[config.mk]
export PLATFORM = sky130hd
export DESIGN_NAME = udpq_cell
export DESIGN_NICKNAME = d
export VERILOG_FILES = /design/src/udpq_pkg.sv /design/src/udpq_cell.sv
export SDC_FILE = /design/constraint.sdc
export NUM_CORES = 1
export LEC_CHECK = 0
export ABC_CLOCK_PERIOD_IN_PS = 6600
export CORE_MARGIN = 2
export CORE_UTILIZATION = 34
export CTS_CLUSTER_SIZE = 20
export DETAILED_ROUTE_END_ITERATION = 16
export DONT_BUFFER_PORTS = 1
export HOLD_SLACK_MARGIN = 0.15
export PLACE_DENSITY = 0.54
export SETUP_SLACK_MARGIN = 0.3
export SYNTH_ARGS = -nofsm -noshare
export SYNTH_HDL_FRONTEND = slang
export SYNTH_SLANG_ARGS = --single-unit
[constraint.sdc]
create_clock -name aclk -period 6.6 [get_ports aclk]
set_input_delay 0.99 -clock aclk [delete_from_list [all_inputs] [get_ports aclk]]
set_output_delay 0.99 -clock aclk [all_outputs]
set_load 0.1 [all_outputs]
[src/udpq_pkg.sv]
// Shared types, constants and operation codes for the unique-key double-ended priority queue.
package udpq_pkg;

    // Default sizes
    localparam int CAPACITY_DEF = 256;
    localparam int KEY_BITS_DEF = 20;

    // Fixed field widths
    localparam int OP_W      = 2;
    localparam int VALUE_W   = 20;
    localparam int KEY_FLD_W = 20;
    localparam int COUNT_W   = 9;
    localparam int SUM_W     = 28;

    // Stream widths
    localparam int S_DATA_W = 48;
    localparam int M_DATA_W = 88;

    typedef enum logic [OP_W-1:0] {
        OP_INSERT  = 2'd0,
        OP_DEL_MAX = 2'd1,
        OP_DEL_MIN = 2'd2,
        OP_QUERY   = 2'd3
    } op_t;

    // Broadcast control from the sequencer to every cell
    typedef struct packed {
        logic cmp_en;     // register compare flags against the new key
        logic upd_en;     // apply the shift for this item
        logic do_ins;     // open a slot and insert the new entry
        logic do_delmin;  // shift every entry down by one
    } cell_ctrl_t;

endpackage

[src/udpq_cell.sv]
// One storage cell of the sorted chain: holds an entry, compares and shifts.
module udpq_cell #(
    parameter int INDEX  = 0,
    parameter int KW     = 20,
    parameter int CNT_W  = 9
) (
    input  logic                        aclk,
    input  udpq_pkg::cell_ctrl_t        ctrl,
    input  logic [KW-1:0]               cmp_key,
    input  logic [CNT_W-1:0]            held_count,
    input  logic [KW-1:0]               new_key,
    input  logic [udpq_pkg::VALUE_W-1:0] new_value,
    input  logic                        left_lt,
    input  logic [KW-1:0]               left_key,
    input  logic [udpq_pkg::VALUE_W-1:0] left_value,
    input  logic [KW-1:0]               right_key,
    input  logic [udpq_pkg::VALUE_W-1:0] right_value,
    output logic [KW-1:0]               key_reg,
    output logic [udpq_pkg::VALUE_W-1:0] value_reg,
    output logic                        lt_reg,
    output logic                        eq_reg,
    output logic                        last_reg
);

    localparam logic [CNT_W-1:0] MY_POS  = CNT_W'(INDEX);
    localparam logic [CNT_W-1:0] MY_NEXT = CNT_W'(INDEX + 1);

    logic                         occupied;
    logic [KW-1:0]                key_next;
    logic [udpq_pkg::VALUE_W-1:0] value_next;

    assign occupied = (MY_POS < held_count);

    // Pick the entry this cell holds after the item
    always_comb begin
        key_next   = key_reg;
        value_next = value_reg;
        if (ctrl.upd_en) begin
            if (ctrl.do_ins && !lt_reg) begin
                if (left_lt) begin
                    key_next   = new_key;
                    value_next = new_value;
                end else begin
                    key_next   = left_key;
                    value_next = left_value;
                end
            end else if (ctrl.do_delmin) begin
                key_next   = right_key;
                value_next = right_value;
            end
        end
    end

    // Hold the entry
    always_ff @(posedge aclk) begin
        key_reg   <= key_next;
        value_reg <= value_next;
    end

    // Register the compare flags when an item arrives
    always_ff @(posedge aclk) begin
        if (ctrl.cmp_en) begin
            lt_reg   <= occupied && (key_reg < cmp_key);
            eq_reg   <= occupied && (key_reg == cmp_key);
            last_reg <= (MY_NEXT == held_count);
        end
    end

endmodule

== Word level (Yosys, flattened, before mapping) ==
Index checks and enable logic that the tools add are counted.

* Magnitude comparators: 2
* Eq/ne operators: 2
* Mux-type cells: 6
* Reductions and logical operators: 6

{| class="wikitable"
|+ Operators with widths
! kind !! count
|-
| 20-bit two-way mux || 6
|-
| 20-bit == test || 1
|-
| 20-bit < comparator || 1
|-
| 1-bit by 9-bit == test with 1-bit output (first input constant) || 1
|-
| 1-bit by 9-bit < comparator with 1-bit output (first input constant) || 1
|-
| 1-bit logical AND || 3
|-
| 2-bit AND reduction || 1
|-
| 2-bit nonzero test || 1
|-
| 1-bit zero test || 1
|}

* Register bits after elaboration: 43
* Output and inout bits: 43
* Logic and storage cells: 21

== Longest topological paths before layout ==
* Word-level depth: 4
* Mapped depth: 6

== Worst setup path before layout ==
OpenSTA, ideal clock, no wires.

* Path kind: register to register
* From: register lt_reg
* To: register key_reg[0], enable pin
* Library setup time: 499 ps
* Data arrival time: 4,192 ps
* Data required time: 6,101 ps
* Setup slack: 1,908 ps
* Stages on the path, launching flop included: 4
* Path buffers: 1
* Period minus slack after synthesis: 4,692 ps
* Path through: edfxtp_1 > nand2b_1 > clkbuf_1 > a21boi_0

* Cells in the longest elaborated chain, start to end: 4

{| class="wikitable"
|+ Ends and longest elaborated chain
! what !! RTL line !! source
|-
| start, declared || udpq_cell.sv:20 || <nowiki>output logic lt_reg,</nowiki>
|-
| start signal, assigned || udpq_cell.sv:63 || <nowiki>lt_reg <= occupied && (key_reg < cmp_key);</nowiki>
|-
| 1-bit zero test || udpq_cell.sv:39 || <nowiki>if (ctrl.do_ins && !lt_reg) begin</nowiki>
|-
| 1-bit logical AND || udpq_cell.sv:39 ||
|-
| 2-bit nonzero test (no line) || - ||
|-
| 2-bit AND reduction (no line) || - ||
|-
| end signal, assigned || udpq_cell.sv:56 || <nowiki>key_reg <= key_next;</nowiki>
|-
| end, declared || udpq_cell.sv:18 || <nowiki>output logic [KW-1:0] key_reg,</nowiki>
|}

No other way between the ends.
A chain may end at the register's enable or synchronous reset.

== Final worst setup path ==
* From: register lt_reg
* To: register key_reg[17], enable pin

The elaborated chain is that of the path after synthesis.

==> impl_results.md <==
* Seq/Total Area, Yosys at approximately 49%
* Vias at 1800
* CTS clk-pin slew, worst paths at around 0.080 ns
* CP max-delay cell: edfxtp_1
* Fin crit period at around 2.5 ns
* Number of global-route vias before repair at between 1.5k and 2k
* Slew of the pin with the lowest slew margin at between 1 and 1.5 ns
* Full die area at 8530 um2
* Number of buffers created by CTS at 5
* Root Driver: clkbuf_8
* Most common cell after layout, fill and taps aside: nand2_1
* Antenna violations before repair at 0
* Die Ht at ~92 um
* Max-Cap Viols at 0
* Clock latency on the worst-skew pair at between 0.2 and 0.3 ns
* Worst ir drop on vdd at approximately 0.00011 V
* Outcome: complete, no violations
* Layout Nets at ~430
* Most frequent cells in the layout: 44 x nand2_1, 43 x edfxtp_1, 41 x o21ai_0
* Post-Syn Area at around 2700 um2
* HP Class: input pin to flop
* Largest net degree at the start of global routing at 82
* CP Data Required Time at 6.53 ns
* Total GRT Usage at between 10% and 20%
* Iteration count of the initial detailed-routing pass at 4
* Worst Skew at 0.00845 ns
* CP bufs+invs at 2
* I/O pins at a little under 200
* Area contributors post-synth: edfxtp_1 49%, mux2i_1 15%, ha_1 9.4%, o21ai_0 7.7%, nand2_1 6.2%
* Gpl congestion at ~0.75
* Remaining DRCs at 0
* Site row count at 32
* Critical path capture point type: flop
* Number of fill cells at around 740
* Final Cycle Share at around two fifths
* Syn_area_per_cell at roughly 10 um2
* Final HPWL DP at about 4900 um
* RSZ-0062 raised after global routing: false
* Hold-fix buffers, CTS at 0
* Syn nets at between 400 and 500
* Relative slew slack at 31.4%
* Final Hold Viols at 0
* Yosys cell types at 25
* Crit Path Category: flop to flop
* Pwr Density at 263 nW/um2
* Global-route wire length before repair at around 9000 um
* Critical path peak fanout at 81
* Clk sinks at 43
* #FFs+latches synth at 43
* Slew Viols, Final at 0
* Most used cell, CP: buf_4
* Setup bufs post-CTS at 0
* Buffers on Ports at 0
* CTS tree: yes
* Setup TNS Final at 0 ns
* 1st-iter DRT viols at 62
* Final setup vio count at 0
* Post-synth top area share at around 49%
* ANT cells at 0
* CTS H-tree depth at 2
* Crit path max-delay family: flip-flops
* Wire per inst at between 15 and 20 um
* Max frequency at just under 400 MHz
* Pleak at 1.24 nW
* Data arrival, critical path at around 2.5 ns
* Core area at roughly 7600 um2
* Global route overflow at 0
* Setup WS pre-CTS at between 4 and 5 ns
* Post-Route WL at between 5000 and 6000 um
* Post-Syn Instances at about 260
* Share of layout cells above drive strength 1 at about 4.8%
* Post-CTS Resized at 0
* DR vias/cell at slightly above 5
* Final antenna-violating net count at 0
* Ys Warns at 0
* Max clock buf depth at 2
* Setup WS post-layout at 4.08 ns
* Crit start category: flop
* Die width at 92.4 um
* Crit-path max cell delay at 0.78 ns
* Final total power at approximately 0.75 mW
* Initial Utilization at 34.7%
* Yosys top cell by area: edfxtp_1
* CP cell instances: nand2b_2 -> buf_4 -> a21boi_4 -> buf_4
* Syn-to-layout area delta at 7.92%
[path summary, 6_finish.rpt]
check	start	end	slack, ns	depth (start not counted)
setup / recovery	lt_reg	key_reg[17]	4.08	4
setup reg to reg	lt_reg	key_reg[17]	4.08	4
hold reg to reg	key_reg[0]	eq_reg	1.51	4
hold / removal	ctrl[3]	last_reg	0.81	0
[cell families (layout without fill, tap and decap cells)]
group                      count (synthesis)  in the layout  synth area share [%]
and+or+nand+nor                           58             58                  9.52
AOI/OAI and AO/OA                         57             57                  11.9
buffers and inverters                     37             33                  5.42
adders and majority gates                 20             20                  9.43
muxes                                     40             40                  15.1
DFF                                       43             43                  48.6
[Yosys cell counts (all sizes together)]
cell    count
edfxtp     43
nand3       1
nor4        3
o21a        1
a31oi       1
buf         4
and4        2
clkbuf     10
o21ai      41
nand3b      1
nand2b      1
o211ai      3
nand4       3
nor2        2
a21oi       6
a21boi      1
ha         20
mux2i      40
a211oi      2
a221o       1
nand2      44
inv        23
a211o       1
nor2b       1
[routing by layer]
layer	track usage (%)	up-vias	part of all wire (%)
met1	15.5	788	39
li1	-	908	-
met4	2.99	0	0.74
met2	24.2	100	53
met5	0	-	0
met3	4.80	4	7.4
[per-stage QoR]
stage	cell area, um2	hold WS (ns)	utilization, %	cells
after floorplan	2660	1.10	-	255
after global placement	2750	1.10	36.0	345
final	2870	0.809	37.5	353
after CTS	2870	0.796	37.5	353
after global routing	2870	0.780	37.5	353
after detailed placement	2750	1.10	36.0	345
[report_power, final]
| part | leakage, nW | total [mW] | switching (mW) | internal [mW] |
|---|---|---|---|---|
| Combinational | 0.776 | 0.0817 | 0.0449 | 0.0368 |
| Sequential | 0.411 | 0.467 | 0.140 | 0.327 |
| Clock | 0.0562 | 0.204 | 0.0913 | 0.113 |
[worst reg2reg max path, delay by kind of cell (launching register included)]
| kind | cells | cell delay [ns] |
|---|---|---|
| flops | 1 | 0.78 |
| buf+inv | 2 | 0.76 |
| simple gates | 1 | 0.36 |
| compound gates | 1 | 0.26 |
[area by class of cell]
type	instances	area, um2	share of cell area [%]
tap	102	128	4.45
inverter	23	86.3	3.01
clock inverter	3	42.5	1.48
clock buffer	5	68.8	2.40
multi-input combinational	175	1230	43.1
timing repair buffer	2	15.0	0.524
sequential	43	1290	45.1
(Power assumes the default switching activity.)
